File: src/sv/bed_pkg.sv
// Shared types and constants for the backslash escape decoder.
// No dependencies; imported by every module of the block.
package bed_pkg;

  localparam int FIFO_DEPTH = 4;
  localparam int FIFO_AW    = $clog2(FIFO_DEPTH);
  localparam int LVL_W      = FIFO_AW + 1;

  localparam logic [7:0] CH_BACKSLASH = 8'h5C;
  localparam logic [7:0] CH_0         = 8'h30;
  localparam logic [7:0] CH_7         = 8'h37;
  localparam logic [7:0] CH_9         = 8'h39;
  localparam logic [7:0] CH_LA        = 8'h61;
  localparam logic [7:0] CH_LB        = 8'h62;
  localparam logic [7:0] CH_LC        = 8'h63;
  localparam logic [7:0] CH_LE        = 8'h65;
  localparam logic [7:0] CH_LF        = 8'h66;
  localparam logic [7:0] CH_LN        = 8'h6E;
  localparam logic [7:0] CH_LR        = 8'h72;
  localparam logic [7:0] CH_LT        = 8'h74;
  localparam logic [7:0] CH_LV        = 8'h76;
  localparam logic [7:0] CH_LX        = 8'h78;
  localparam logic [7:0] CH_UA        = 8'h41;
  localparam logic [7:0] CH_UF        = 8'h46;

  localparam logic [7:0] CODE_BEL = 8'h07;
  localparam logic [7:0] CODE_BS  = 8'h08;
  localparam logic [7:0] CODE_ESC = 8'h1B;
  localparam logic [7:0] CODE_FF  = 8'h0C;
  localparam logic [7:0] CODE_LF  = 8'h0A;
  localparam logic [7:0] CODE_CR  = 8'h0D;
  localparam logic [7:0] CODE_HT  = 8'h09;
  localparam logic [7:0] CODE_VT  = 8'h0B;

  localparam logic [1:0] HEX_MAX_DIGITS = 2'd2;
  localparam logic [1:0] OCT_MAX_EXTRA  = 2'd3;

  typedef enum logic [2:0] {
    MODE_PLAIN,
    MODE_ESC,
    MODE_HEX,
    MODE_OCT,
    MODE_STOP
  } scan_mode_t;

  typedef struct packed {
    logic [7:0] in_byte;
    logic       is_last;
  } in_item_t;

  typedef struct packed {
    logic [7:0] out_byte;
    logic       has_byte;
    logic       stopped;
    logic       end_of_string;
  } out_item_t;

  typedef struct packed {
    scan_mode_t mode;
    logic [7:0] value;
    logic [1:0] count;
  } scan_state_t;

  typedef struct packed {
    logic [1:0] count;
    out_item_t  first;
    out_item_t  second;
  } push_t;

  typedef struct packed {
    push_t       push;
    scan_state_t next;
  } dec_result_t;

  typedef struct packed {
    logic             room;
    logic [LVL_W-1:0] level;
  } fifo_status_t;

  localparam scan_state_t SCAN_RESET = '{mode: MODE_PLAIN, value: 8'h00, count: 2'd0};

  function automatic out_item_t mk_item(logic [7:0] b, logic has, logic stop);
    out_item_t r;
    r.out_byte      = has ? b : 8'h00;
    r.has_byte      = has;
    r.stopped       = stop;
    r.end_of_string = 1'b0;
    return r;
  endfunction

endpackage

File: src/sv/bed_decode.sv
// Decode logic for one item: current scan state and byte in, results and next state out.
// Depends on bed_pkg.
module bed_decode
  import bed_pkg::*;
(
  input  in_item_t    item,
  input  scan_state_t st,
  output dec_result_t res
);

  logic       is_hex;
  logic [3:0] hex_val;
  logic       is_oct;
  logic [1:0] cnt_inc;
  logic [7:0] b;
  out_item_t  r0;
  out_item_t  r1;
  logic [1:0] n;
  scan_state_t nxt;

  assign b       = item.in_byte;
  assign is_oct  = b inside {[CH_0:CH_7]};
  assign cnt_inc = st.count + 2'd1;

  always_comb begin
    is_hex  = 1'b1;
    hex_val = 4'h0;
    if (b inside {[CH_0:CH_9]}) begin
      hex_val = 4'(b - CH_0);
    end else if (b inside {[CH_LA:CH_LF]}) begin
      hex_val = 4'(b - CH_LA + 8'd10);
    end else if (b inside {[CH_UA:CH_UF]}) begin
      hex_val = 4'(b - CH_UA + 8'd10);
    end else begin
      is_hex = 1'b0;
    end
  end

  always_comb begin
    r0  = '0;
    r1  = '0;
    n   = 2'd0;
    nxt = st;
    case (st.mode)
      MODE_ESC: begin
        nxt.mode = MODE_PLAIN;
        n        = 2'd1;
        case (b)
          CH_LA: r0 = mk_item(CODE_BEL, 1'b1, 1'b0);
          CH_LB: r0 = mk_item(CODE_BS, 1'b1, 1'b0);
          CH_LE: r0 = mk_item(CODE_ESC, 1'b1, 1'b0);
          CH_LF: r0 = mk_item(CODE_FF, 1'b1, 1'b0);
          CH_LN: r0 = mk_item(CODE_LF, 1'b1, 1'b0);
          CH_LR: r0 = mk_item(CODE_CR, 1'b1, 1'b0);
          CH_LT: r0 = mk_item(CODE_HT, 1'b1, 1'b0);
          CH_LV: r0 = mk_item(CODE_VT, 1'b1, 1'b0);
          CH_LC: begin
            nxt.mode = MODE_STOP;
            r0       = mk_item(8'h00, 1'b0, 1'b1);
          end
          CH_LX: begin
            nxt.mode  = MODE_HEX;
            nxt.value = 8'h00;
            nxt.count = 2'd0;
            n         = 2'd0;
          end
          default: begin
            if (is_oct) begin
              nxt.mode  = MODE_OCT;
              nxt.value = {5'd0, b[2:0]};
              nxt.count = 2'd0;
              n         = 2'd0;
            end else begin
              r0 = mk_item(b, 1'b1, 1'b0);
            end
          end
        endcase
      end
      MODE_HEX, MODE_OCT: begin
        if ((st.mode == MODE_HEX) ? is_hex : is_oct) begin
          nxt.value = (st.mode == MODE_HEX) ? {st.value[3:0], hex_val}
                                            : {st.value[4:0], b[2:0]};
          nxt.count = cnt_inc;
          if (cnt_inc >= ((st.mode == MODE_HEX) ? HEX_MAX_DIGITS : OCT_MAX_EXTRA)) begin
            r0       = mk_item(nxt.value, 1'b1, 1'b0);
            n        = 2'd1;
            nxt.mode = MODE_PLAIN;
          end
        end else begin
          r0       = mk_item(st.value, 1'b1, 1'b0);
          nxt.mode = MODE_PLAIN;
          if (b != CH_BACKSLASH || item.is_last) begin
            r1 = mk_item(b, 1'b1, 1'b0);
            n  = 2'd2;
          end else begin
            nxt.mode = MODE_ESC;
            n        = 2'd1;
          end
        end
      end
      MODE_STOP: begin
      end
      default: begin
        nxt.mode = MODE_PLAIN;
        if (b != CH_BACKSLASH || item.is_last) begin
          r0 = mk_item(b, 1'b1, 1'b0);
          n  = 2'd1;
        end else begin
          nxt.mode = MODE_ESC;
        end
      end
    endcase

    if (item.is_last) begin
      if (n == 2'd0) begin
        if (nxt.mode == MODE_HEX || nxt.mode == MODE_OCT) begin
          r0 = mk_item(nxt.value, 1'b1, 1'b0);
        end else begin
          r0 = mk_item(8'h00, 1'b0, nxt.mode == MODE_STOP);
        end
        n = 2'd1;
      end
      if (n == 2'd2) begin
        r1.end_of_string = 1'b1;
      end else begin
        r0.end_of_string = 1'b1;
      end
      nxt = SCAN_RESET;
    end
  end

  assign res.push.count  = n;
  assign res.push.first  = r0;
  assign res.push.second = r1;
  assign res.next        = nxt;

endmodule

File: src/sv/bed_result_fifo.sv
// Result queue: takes up to two result items per cycle, gives out one.
// Depends on bed_pkg.
module bed_result_fifo
  import bed_pkg::*;
(
  input  logic         clk,
  input  logic         rst_n,
  input  push_t        push,
  input  logic         pop,
  output out_item_t    head,
  output logic         head_valid,
  output fifo_status_t status
);

  out_item_t          mem [FIFO_DEPTH];
  logic [FIFO_AW-1:0] wr_ptr_r;
  logic [FIFO_AW-1:0] wr_ptr_nxt;
  logic [FIFO_AW-1:0] wr_ptr_p1;
  logic [FIFO_AW-1:0] rd_ptr_r;
  logic [FIFO_AW-1:0] rd_ptr_nxt;
  logic [LVL_W-1:0]   level_r;
  logic [LVL_W-1:0]   level_nxt;

  assign wr_ptr_p1  = FIFO_AW'(wr_ptr_r + 1'b1);
  assign wr_ptr_nxt = FIFO_AW'(wr_ptr_r + push.count);
  assign rd_ptr_nxt = pop ? FIFO_AW'(rd_ptr_r + 1'b1) : rd_ptr_r;
  assign level_nxt  = LVL_W'(level_r + LVL_W'(push.count) - LVL_W'(pop));

  always_ff @(posedge clk) begin
    if (!rst_n) begin
      wr_ptr_r <= '0;
      rd_ptr_r <= '0;
      level_r  <= '0;
    end else begin
      wr_ptr_r <= wr_ptr_nxt;
      rd_ptr_r <= rd_ptr_nxt;
      level_r  <= level_nxt;
    end
  end

  always_ff @(posedge clk) begin
    if (push.count != 2'd0) begin
      mem[wr_ptr_r] <= push.first;
    end
    if (push.count == 2'd2) begin
      mem[wr_ptr_p1] <= push.second;
    end
  end

  assign head         = mem[rd_ptr_r];
  assign head_valid   = (level_r != '0);
  assign status.level = level_r;
  assign status.room  = (level_r <= LVL_W'(FIFO_DEPTH - 2));

endmodule

File: src/sv/backslash_escape_decoder.sv
// Top level of the backslash escape decoder: input register, scan state, result queue.
// Depends on bed_pkg, bed_decode and bed_result_fifo.
//
// Usage:
//   The input channel (in_valid, in_stall, in_item) carries one raw string byte per
//   item, with is_last set on the final byte of each string. The result channel
//   (out_valid, out_stall, out_item) carries decoded bytes; an input item gives
//   zero, one or two result items, and the last byte of a string always gives at
//   least one, the final one flagged end_of_string.
//   A result passes the input register, then the result queue, before it is offered.
//   Throughput: one input item per cycle while results drain at least as fast as
//   they are made; the input register decodes into a four-entry result queue, and
//   an item leaves the input register only when the queue has room for two.
//   Input items that make two results fill the queue faster than it drains.
//   A stalled output holds the queue head; once the queue lacks room for two, in_stall
//   rises and the held input item waits in the input register.
//   Reset clears the input valid flag, the queue and the scan state to plain text.
module backslash_escape_decoder
  import bed_pkg::*;
(
  input  logic      clk,
  input  logic      rst_n,
  input  logic      in_valid,
  output logic      in_stall,
  input  in_item_t  in_item,
  output logic      out_valid,
  input  logic      out_stall,
  output out_item_t out_item
);

  logic         in_valid_r;
  logic         in_valid_nxt;
  in_item_t     in_item_r;
  scan_state_t  scan_r;
  scan_state_t  scan_nxt;
  dec_result_t  dec;
  push_t        push;
  fifo_status_t fstat;
  logic         advance;
  logic         pop;

  assign advance  = in_valid_r && fstat.room;
  assign in_stall = in_valid_r && !fstat.room;
  assign pop      = out_valid && !out_stall;

  assign in_valid_nxt = in_stall ? in_valid_r : in_valid;
  assign scan_nxt     = advance ? dec.next : scan_r;

  always_comb begin
    push = dec.push;
    if (!advance) begin
      push.count = 2'd0;
    end
  end

  always_ff @(posedge clk) begin
    if (!rst_n) begin
      in_valid_r <= 1'b0;
      scan_r     <= SCAN_RESET;
    end else begin
      in_valid_r <= in_valid_nxt;
      scan_r     <= scan_nxt;
    end
  end

  always_ff @(posedge clk) begin
    if (!in_stall) begin
      in_item_r <= in_item;
    end
  end

  bed_decode u_decode (
    .item (in_item_r),
    .st   (scan_r),
    .res  (dec)
  );

  bed_result_fifo u_fifo (
    .clk        (clk),
    .rst_n      (rst_n),
    .push       (push),
    .pop        (pop),
    .head       (out_item),
    .head_valid (out_valid),
    .status     (fstat)
  );

  a_level_bound: assert property (@(posedge clk) disable iff (!rst_n)
    fstat.level <= LVL_W'(FIFO_DEPTH))
    else $error("result queue level beyond depth");

  a_last_resets: assert property (@(posedge clk) disable iff (!rst_n)
    advance && in_item_r.is_last |=> scan_r.mode == MODE_PLAIN && scan_r.count == 2'd0)
    else $error("scan state not cleared after end of string");

  a_last_gives_result: assert property (@(posedge clk) disable iff (!rst_n)
    advance && in_item_r.is_last |-> push.count != 2'd0)
    else $error("last byte gave no result");

  a_stop_silent: assert property (@(posedge clk) disable iff (!rst_n)
    advance && scan_r.mode == MODE_STOP && !in_item_r.is_last |-> push.count == 2'd0)
    else $error("result given after stop escape");

endmodule

File: config.mk
export PLATFORM = sky130hd
export DESIGN_NAME = backslash_escape_decoder
export DESIGN_NICKNAME = d
export VERILOG_FILES = /design/src/sv/bed_pkg.sv /design/src/sv/bed_decode.sv /design/src/sv/bed_result_fifo.sv /design/src/sv/backslash_escape_decoder.sv
export SDC_FILE = /design/constraint.sdc
export NUM_CORES = 1
export LEC_CHECK = 0
export ABC_AREA = 1
export BUFFER_PORTS_ARGS = -buffer_cell sky130_fd_sc_hd__buf_2
export CORE_ASPECT_RATIO = 0.6
export CORE_MARGIN = 3
export CORE_UTILIZATION = 40
export CTS_CLUSTER_DIAMETER = 200
export DETAILED_ROUTE_END_ITERATION = 8
export PLACE_DENSITY_LB_ADDON = 0.1
export SYNTH_ARGS = -nofsm -noshare
export SYNTH_HDL_FRONTEND = slang
export SYNTH_SLANG_ARGS = --single-unit
File: constraint.sdc
create_clock -name clk -period 7.12 [get_ports clk]
set_input_delay 1.068 -clock clk [delete_from_list [all_inputs] [get_ports clk]]
set_output_delay 1.068 -clock clk [all_outputs]
set_load 0.05 [all_outputs]
==> impl_metrics.yaml, run 1 <==
run_status:
  status: "complete, no violations"
cts:
  tritoncts: "yes"
  clk_pin_slew_ns: 0.06
  hold_buffers: 0
  numCtsBuffers: 9
  htreeDepth: 3
  postCtsSetupBuffers: 0
  cts_resized: 0
  ctsRootBufferMaster: "clkbuf_16"
  cts.sinks: 76
  cts.path.max_buffers: 2
  clkLatencyLatePin_ns: 0.34
power:
  leakagePower_nw: 2.47
  power_density_mw_per_mm2: 261
  peakVddDrop_v: 0.000102
routing:
  routed_via_density: 5.26
  firstDrtPassIters: 6
  via_count: 4510
  drc: 0
  first_iter_violations: 502
  wl_microns: 14700
  postRouteAntennaNets: 0
  routedWlPerCell_microns: 17.2
critical_path:
  cp-start-kind: "flop"
  slowest_delay_ns: 0.80
  reg2reg_slack_ns: 3.80
  worstSetupEndpointType: "output pin"
  crit_type: "reg -> out"
  crit_family: "flip-flops"
  arrival_ns: 2.36
  slowest_stage: "dfxtp_1"
  cp_max_fo: 23
  cp_data_required_time_ns: 6.05
  cp_num_buf_inv: 2
  worstPathCellList: "inv_1 > o21ai_0 > o22ai_1 > buf_2"
final_layout:
  diodes: 0
  drive_gt1_frac: 0.125
  nets: 715
  fillers: 1198
  areaGrowthSynthToFinish_pct: 10.6
  register_area_sq_mm: 0.00201
  multi_input_area_sq_mm: 0.00239
global_route:
  grt_pass1_wl_microns: 23200
  grt_max_degree: 24
  first_global_vias: 4167
  antenna_found_initial: 0
  overflow: 0
  grt_usage: 0.223
sta:
  fin_skew_ns: 0.0100
  drv_slew: 0
  finalCriticalPeriod_ns: 3.43
  fmax_mhz: 292
  fin_tns_setup_ns: 0
  slew_headroom: 0.495
  rsz0062_at_grt: "false"
  period_share: 0.481
  holdWs_ns: 0.460
  setup_viol_count_final: 0
  hold_viol: 0
  worstMarginPinSlew_ns: 0.754
floorplan:
  dieArea_sq_mm: 0.0134
  num_io_pins: 26
  fp.dieH_microns: 90.8
  dieWidth_microns: 147
  fp.coreArea_sq_mm: 0.0115
  rows: 30
  start_util: 0.417
yosys:
  synth_compound_area_frac: 0.121
  syn_inst: 674
  synth_top_family_by_area: "simple AND/OR/NAND/NOR gates"
  synth-xor-area-share: 0.00731
  synth_seq_area_share: 0.420
  synthArstFlopShare: 0
  synthAdderAreaFrac: 0.0277
  synth_area_sq_mm: 0.00479
  synth_edf_count: 49
  muxShareOfSynthArea: 0
  synthFlopType: "edfxtp_1"
  syn_nets: 697
  yosys_warnings: 0
  yosysUniqueCellTypes: 37
  synth_simple_gate_area_frac: 0.343
  ys_seq_elements: 76
  avgSynthCellArea_sq_um: 7.11
placed_design:
  post-dp-hpwl_microns: 11500
  gp_congestion: 0.915
  port_buffers: 25
worst_hold_path:
  hp-class: "reg -> reg"
run:
  drv_cap: 0
==> power by group <==
group	internal [W]	leakage, nW	switching [W]
combinational	0.0000965	1.63	0.000291
clock	0.000237	0.137	0.000191
sequential	0.000516	0.709	0.0000503
==> cell families after synthesis <==
logic type,after synthesis
XOR/XNOR,4
buffers and inverters,97
adder cells (fa/ha/maj),10
AND/OR/NAND/NOR,381
flip-flops,76
AO/OA/AOI/OAI,106
==> state kept, by name (all words and copies together) (netlist names), named ones only <==
signal,count
in_item_r,9
in_valid_r,1
scan_r,13
u_fifo.level_r,3
u_fifo.mem,44
u_fifo.rd_ptr_r,2
u_fifo.wr_ptr_r,2
==> metal layers <==
| layer | vias up | GRT usage | part of all wire | routed length, microns |
|---|---|---|---|---|
| li1 | 2244 | - | - | - |
| met1 | 2087 | 0.358 | 0.51 | 7530 |
| met2 | 170 | 0.288 | 0.38 | 5670 |
| met3 | 9 | 0.0632 | 0.098 | 1440 |
| met4 | 0 | 0.0465 | 0.0067 | 98 |
| met5 | - | 0 | 0 | 0 |
==> final cells by class <==
class / count / share of cell area
clock buffer: 10 / 0.0432
sequential: 76 / 0.380
tap: 160 / 0.0378
timing repair buffer: 25 / 0.0236
multi-input combinational: 501 / 0.452
inverter: 79 / 0.0564
clock inverter: 6 / 0.00755
==> synthesized netlist by cell type, types with 6 or more instances <==
library cell  count  area (sq um)
o21ai_0          46           230
nand3_1          40           200
a21oi_1          27           135
o21ai_1           7          35.0
o22ai_1          14          87.6
nand4_1           8          50.1
nand2_1         230           863
edfxtp_1         49          1470
o211ai_1          6          45.0
nand2_4           7          78.8
inv_1            56           210
ha_1              9           113
clkbuf_1         11          41.3
dfxtp_1          27           541
inv_2            20          75.1
nor2_1           70           263
==> metrics by stage <==
stage                     cells  instance area, sq um  utilization  setup WS (ns)  total power (W)
after detailed placement    841                  5030        0.438           3.86         0.000960
after floorplan             674                  4790            -           4.37         0.000861
final                       857                  5300        0.461           3.69          0.00138
after global placement      841                  5030        0.438           4.01         0.000964
after CTS                   857                  5300        0.461           3.76          0.00139
after global routing        857                  5300        0.461           3.52          0.00146
==> worst min-delay path: cells and delay by family, from the launching register on <==
family,cells,cell delay [ns]
AOI/OAI and AO/OA,1,0.06
DFF,1,0.30
buffers and inverters,1,0.05
==> cells in the final DEF (no fill, tap or decap), drive strengths merged <==
master	Yosys	layout
xnor2	2	2
inv	77	79
a211o	1	1
o21a	1	1
or2	2	2
o211ai	6	6
o22ai	14	14
nand3	44	44
edfxtp	49	49
a21oi	27	27
fa	1	1
o221ai	2	2
a31oi	1	1
clkinv	2	6
xor2	2	2
buf	7	25
nand2	242	242
nor3	6	6
clkbuf	11	10
o21ai	54	54
dfxtp	27	27
ha	9	9
nand4	8	8
nor4	1	1
nor2	78	78
==> final timing paths <==
kind,startpoint,to,cells after the start
setup reg to reg,scan_r[11],u_fifo.level_r[2],16
hold / removal,u_fifo.rd_ptr_r[1],u_fifo.rd_ptr_r[1],2
setup / recovery,flop,out_item[7],4
hold reg to reg,u_fifo.rd_ptr_r[1],u_fifo.rd_ptr_r[1],2
No activity file was read; power rests on OpenSTA's default activity.
==> run 2: changes to the inputs <==
==> constraint.sdc (replaced) <==
create_clock -name clk -period 3.34 [get_ports clk]
set_input_delay 0.501 -clock clk [delete_from_list [all_inputs] [get_ports clk]]
set_output_delay 0.501 -clock clk [all_outputs]
set_load 0.05 [all_outputs]
==> run 2 against run 1 <==
- first-iteration DRC count rose by 15%
- cell count rose by 1.3%
- utilization rose by 0.93 points
- largest cell class unchanged
- global-route usage rose by 0.43 points
- critical path depth rose by 13
- sequential power rose by 110%
- largest power group unchanged
- flip-flop and latch count did not move
- clock skew barely moved
- critical path type is now reg -> reg
==> impl_metrics.yaml, run 2 (synthesis results as in run 1) <==
run_status:
  status: "complete, no violations"
routing:
  postRouteAntennaNets: 0
  routed_via_density: 5.35
  drc: 0
  routedWlPerCell_microns: 17.2
  via_count: 4640
  first_iter_violations: 579
  firstDrtPassIters: 5
  wl_microns: 14900
floorplan:
  fp.coreArea_sq_mm: 0.0115
  num_io_pins: 26
  rows: 30
  dieArea_sq_mm: 0.0134
  fp.dieH_microns: 90.8
  start_util: 0.417
  dieWidth_microns: 147
critical_path:
  worstRegToRegCells: 17
  cp-startpoint: "in_item_r[1]"
  reg2reg_slack_ns: 0.28
  slowest_stage: "edfxtp_1"
  cp_max_fo: 6
  cp-start-kind: "flop"
  reg2reg_to: "u_fifo.level_r[2]"
  cp_data_required_time_ns: 3.57
  worstSetupEndpointType: "flop"
  arrival_ns: 3.29
  r2r-start: "in_item_r[1]"
  worstPathCellList: "inv_1 > ha_1 > inv_1 > nand3_1 > nand3_2 > nand3_2 > nand3_1 > nand3_1 > nand2_1 > nand2_1 > nand2_1 > nand2_2 > inv_1 > ha_1 > fa_1 > o21ai_0 > a21oi_1"
  crit_type: "reg -> reg"
  slowest_delay_ns: 0.48
  cp-endpoint: "u_fifo.level_r[2]"
sta:
  hold_viol: 0
  fmax_mhz: 327
  finalCriticalPeriod_ns: 3.06
  slew_headroom: 0.475
  fin_tns_setup_ns: 0
  rsz0062_at_grt: "false"
  drv_slew: 0
  holdWs_ns: 0.327
  worstMarginPinSlew_ns: 0.779
  setup_viol_count_final: 0
  period_share: 0.916
  fin_skew_ns: 0.0103
placed_design:
  post-dp-hpwl_microns: 11600
  gp_congestion: 0.947
  port_buffers: 25
final_layout:
  final_cell_mix: "nand2_1, nor2_1, inv_1, edfxtp_1, o21ai_0"
  diodes: 0
  nets: 726
  max_flop_register: "u_fifo.mem"
  largest_reg_flops: 44
  drive_gt1_frac: 0.138
  final_common_cell: "nand2_1"
  top_regs: "u_fifo.mem (44), scan_r (13), in_item_r (9)"
  fillers: 1194
  areaGrowthSynthToFinish_pct: 12.8
global_route:
  grt_usage: 0.227
  first_global_vias: 4193
  overflow: 0
  grt_pass1_wl_microns: 23500
  antenna_found_initial: 0
  grt_max_degree: 24
cts:
  ctsRootBufferMaster: "clkbuf_16"
  cts.path.max_buffers: 2
  tritoncts: "yes"
  clkLatencyLatePin_ns: 0.35
  numCtsBuffers: 9
  postCtsSetupBuffers: 0
  clk_pin_slew_ns: 0.07
  hold_buffers: 0
  cts.sinks: 76
  htreeDepth: 3
worst_hold_path:
  hp-class: "in -> reg"
  worstHoldStart: "in_item[4]"
power:
  peakVddDrop_v: 0.000228
  leakagePower_nw: 2.52
  total_power_w: 0.00302
  power_density_mw_per_mm2: 559
run:
  drv_cap: 0
==> run 2: cell types whose count changed in the layout (fill, tap and decap cells not counted), sizes merged <==
cell,change
clkinvlp,+3
clkinv,-3
clkbuf,+1
inv,-1
buf,+11
==> run 2: where the power goes <==
part	leakage [nW]	switching, W	internal [W]
registers	0.709	0.0000690	0.00110
logic	1.68	0.000668	0.000222
clock network	0.131	0.000416	0.000549
total	2.52	0.00115	0.00187
==> run 2: how the worst min path moves through the flow <==
stage | slack [ns] | cells after the start | endpoint
floorplan | 0.44 | 2 | flop
global placement | 0.45 | 2 | u_fifo.rd_ptr_r[1]
detailed placement | 0.46 | 2 | scan_r[6]
CTS | 0.32 | 1 | in_item_r[2]
global route | 0.32 | 1 | in_item_r[2]
finish | 0.33 | 1 | in_item_r[4]
==> run 2: cell type report <==
class                      count  area [sq um]  share of cell area
inverter                      79           299              0.0553
clock buffer                  11           254              0.0470
timing repair buffer          36           208              0.0384
sequential                    76          2010               0.372
tap                          160           200              0.0370
clock inverter                 5          35.0             0.00648
multi-input combinational    501          2400               0.444
==> run 2: stage by stage <==
| stage | cells | util | worst slack [ns] | instance area (sq um) |
|---|---|---|---|---|
| after floorplan | 674 | - | 0.593 | 4790 |
| after global placement | 852 | 0.445 | 0.130 | 5110 |
| after detailed placement | 852 | 0.445 | 0.102 | 5110 |
| after CTS | 868 | 0.470 | 0.0714 | 5400 |
| after global routing | 868 | 0.471 | 0.0404 | 5410 |
| final | 868 | 0.471 | 0.282 | 5410 |
==> run 2: layer usage <==
layer / up-vias / track usage / share of wire / wire, microns
li1: 2269 / - / - / -
met1: 2177 / 0.364 / 0.52 / 7740
met2: 178 / 0.302 / 0.39 / 5760
met3: 16 / 0.0582 / 0.085 / 1260
met4: 0 / 0.0419 / 0.0098 / 146
met5: - / 0 / 0 / 0
==> run 2: worst max-delay path: cells and delay by family, from the launching register on <==
| kind | cells | cell delay (ns) |
|---|---|---|
| compound gates | 2 | 0.23 |
| flops | 1 | 0.48 |
| fa+ha+maj | 3 | 0.86 |
| simple gates | 9 | 1.05 |
| buf+inv | 3 | 0.32 |
==> run 2: what timing repair did <==
item,4_1_cts,5_1_grt
endpoints found under the setup margin,0,23
gates resized for setup,0,2
hold endpoints to repair,0,0
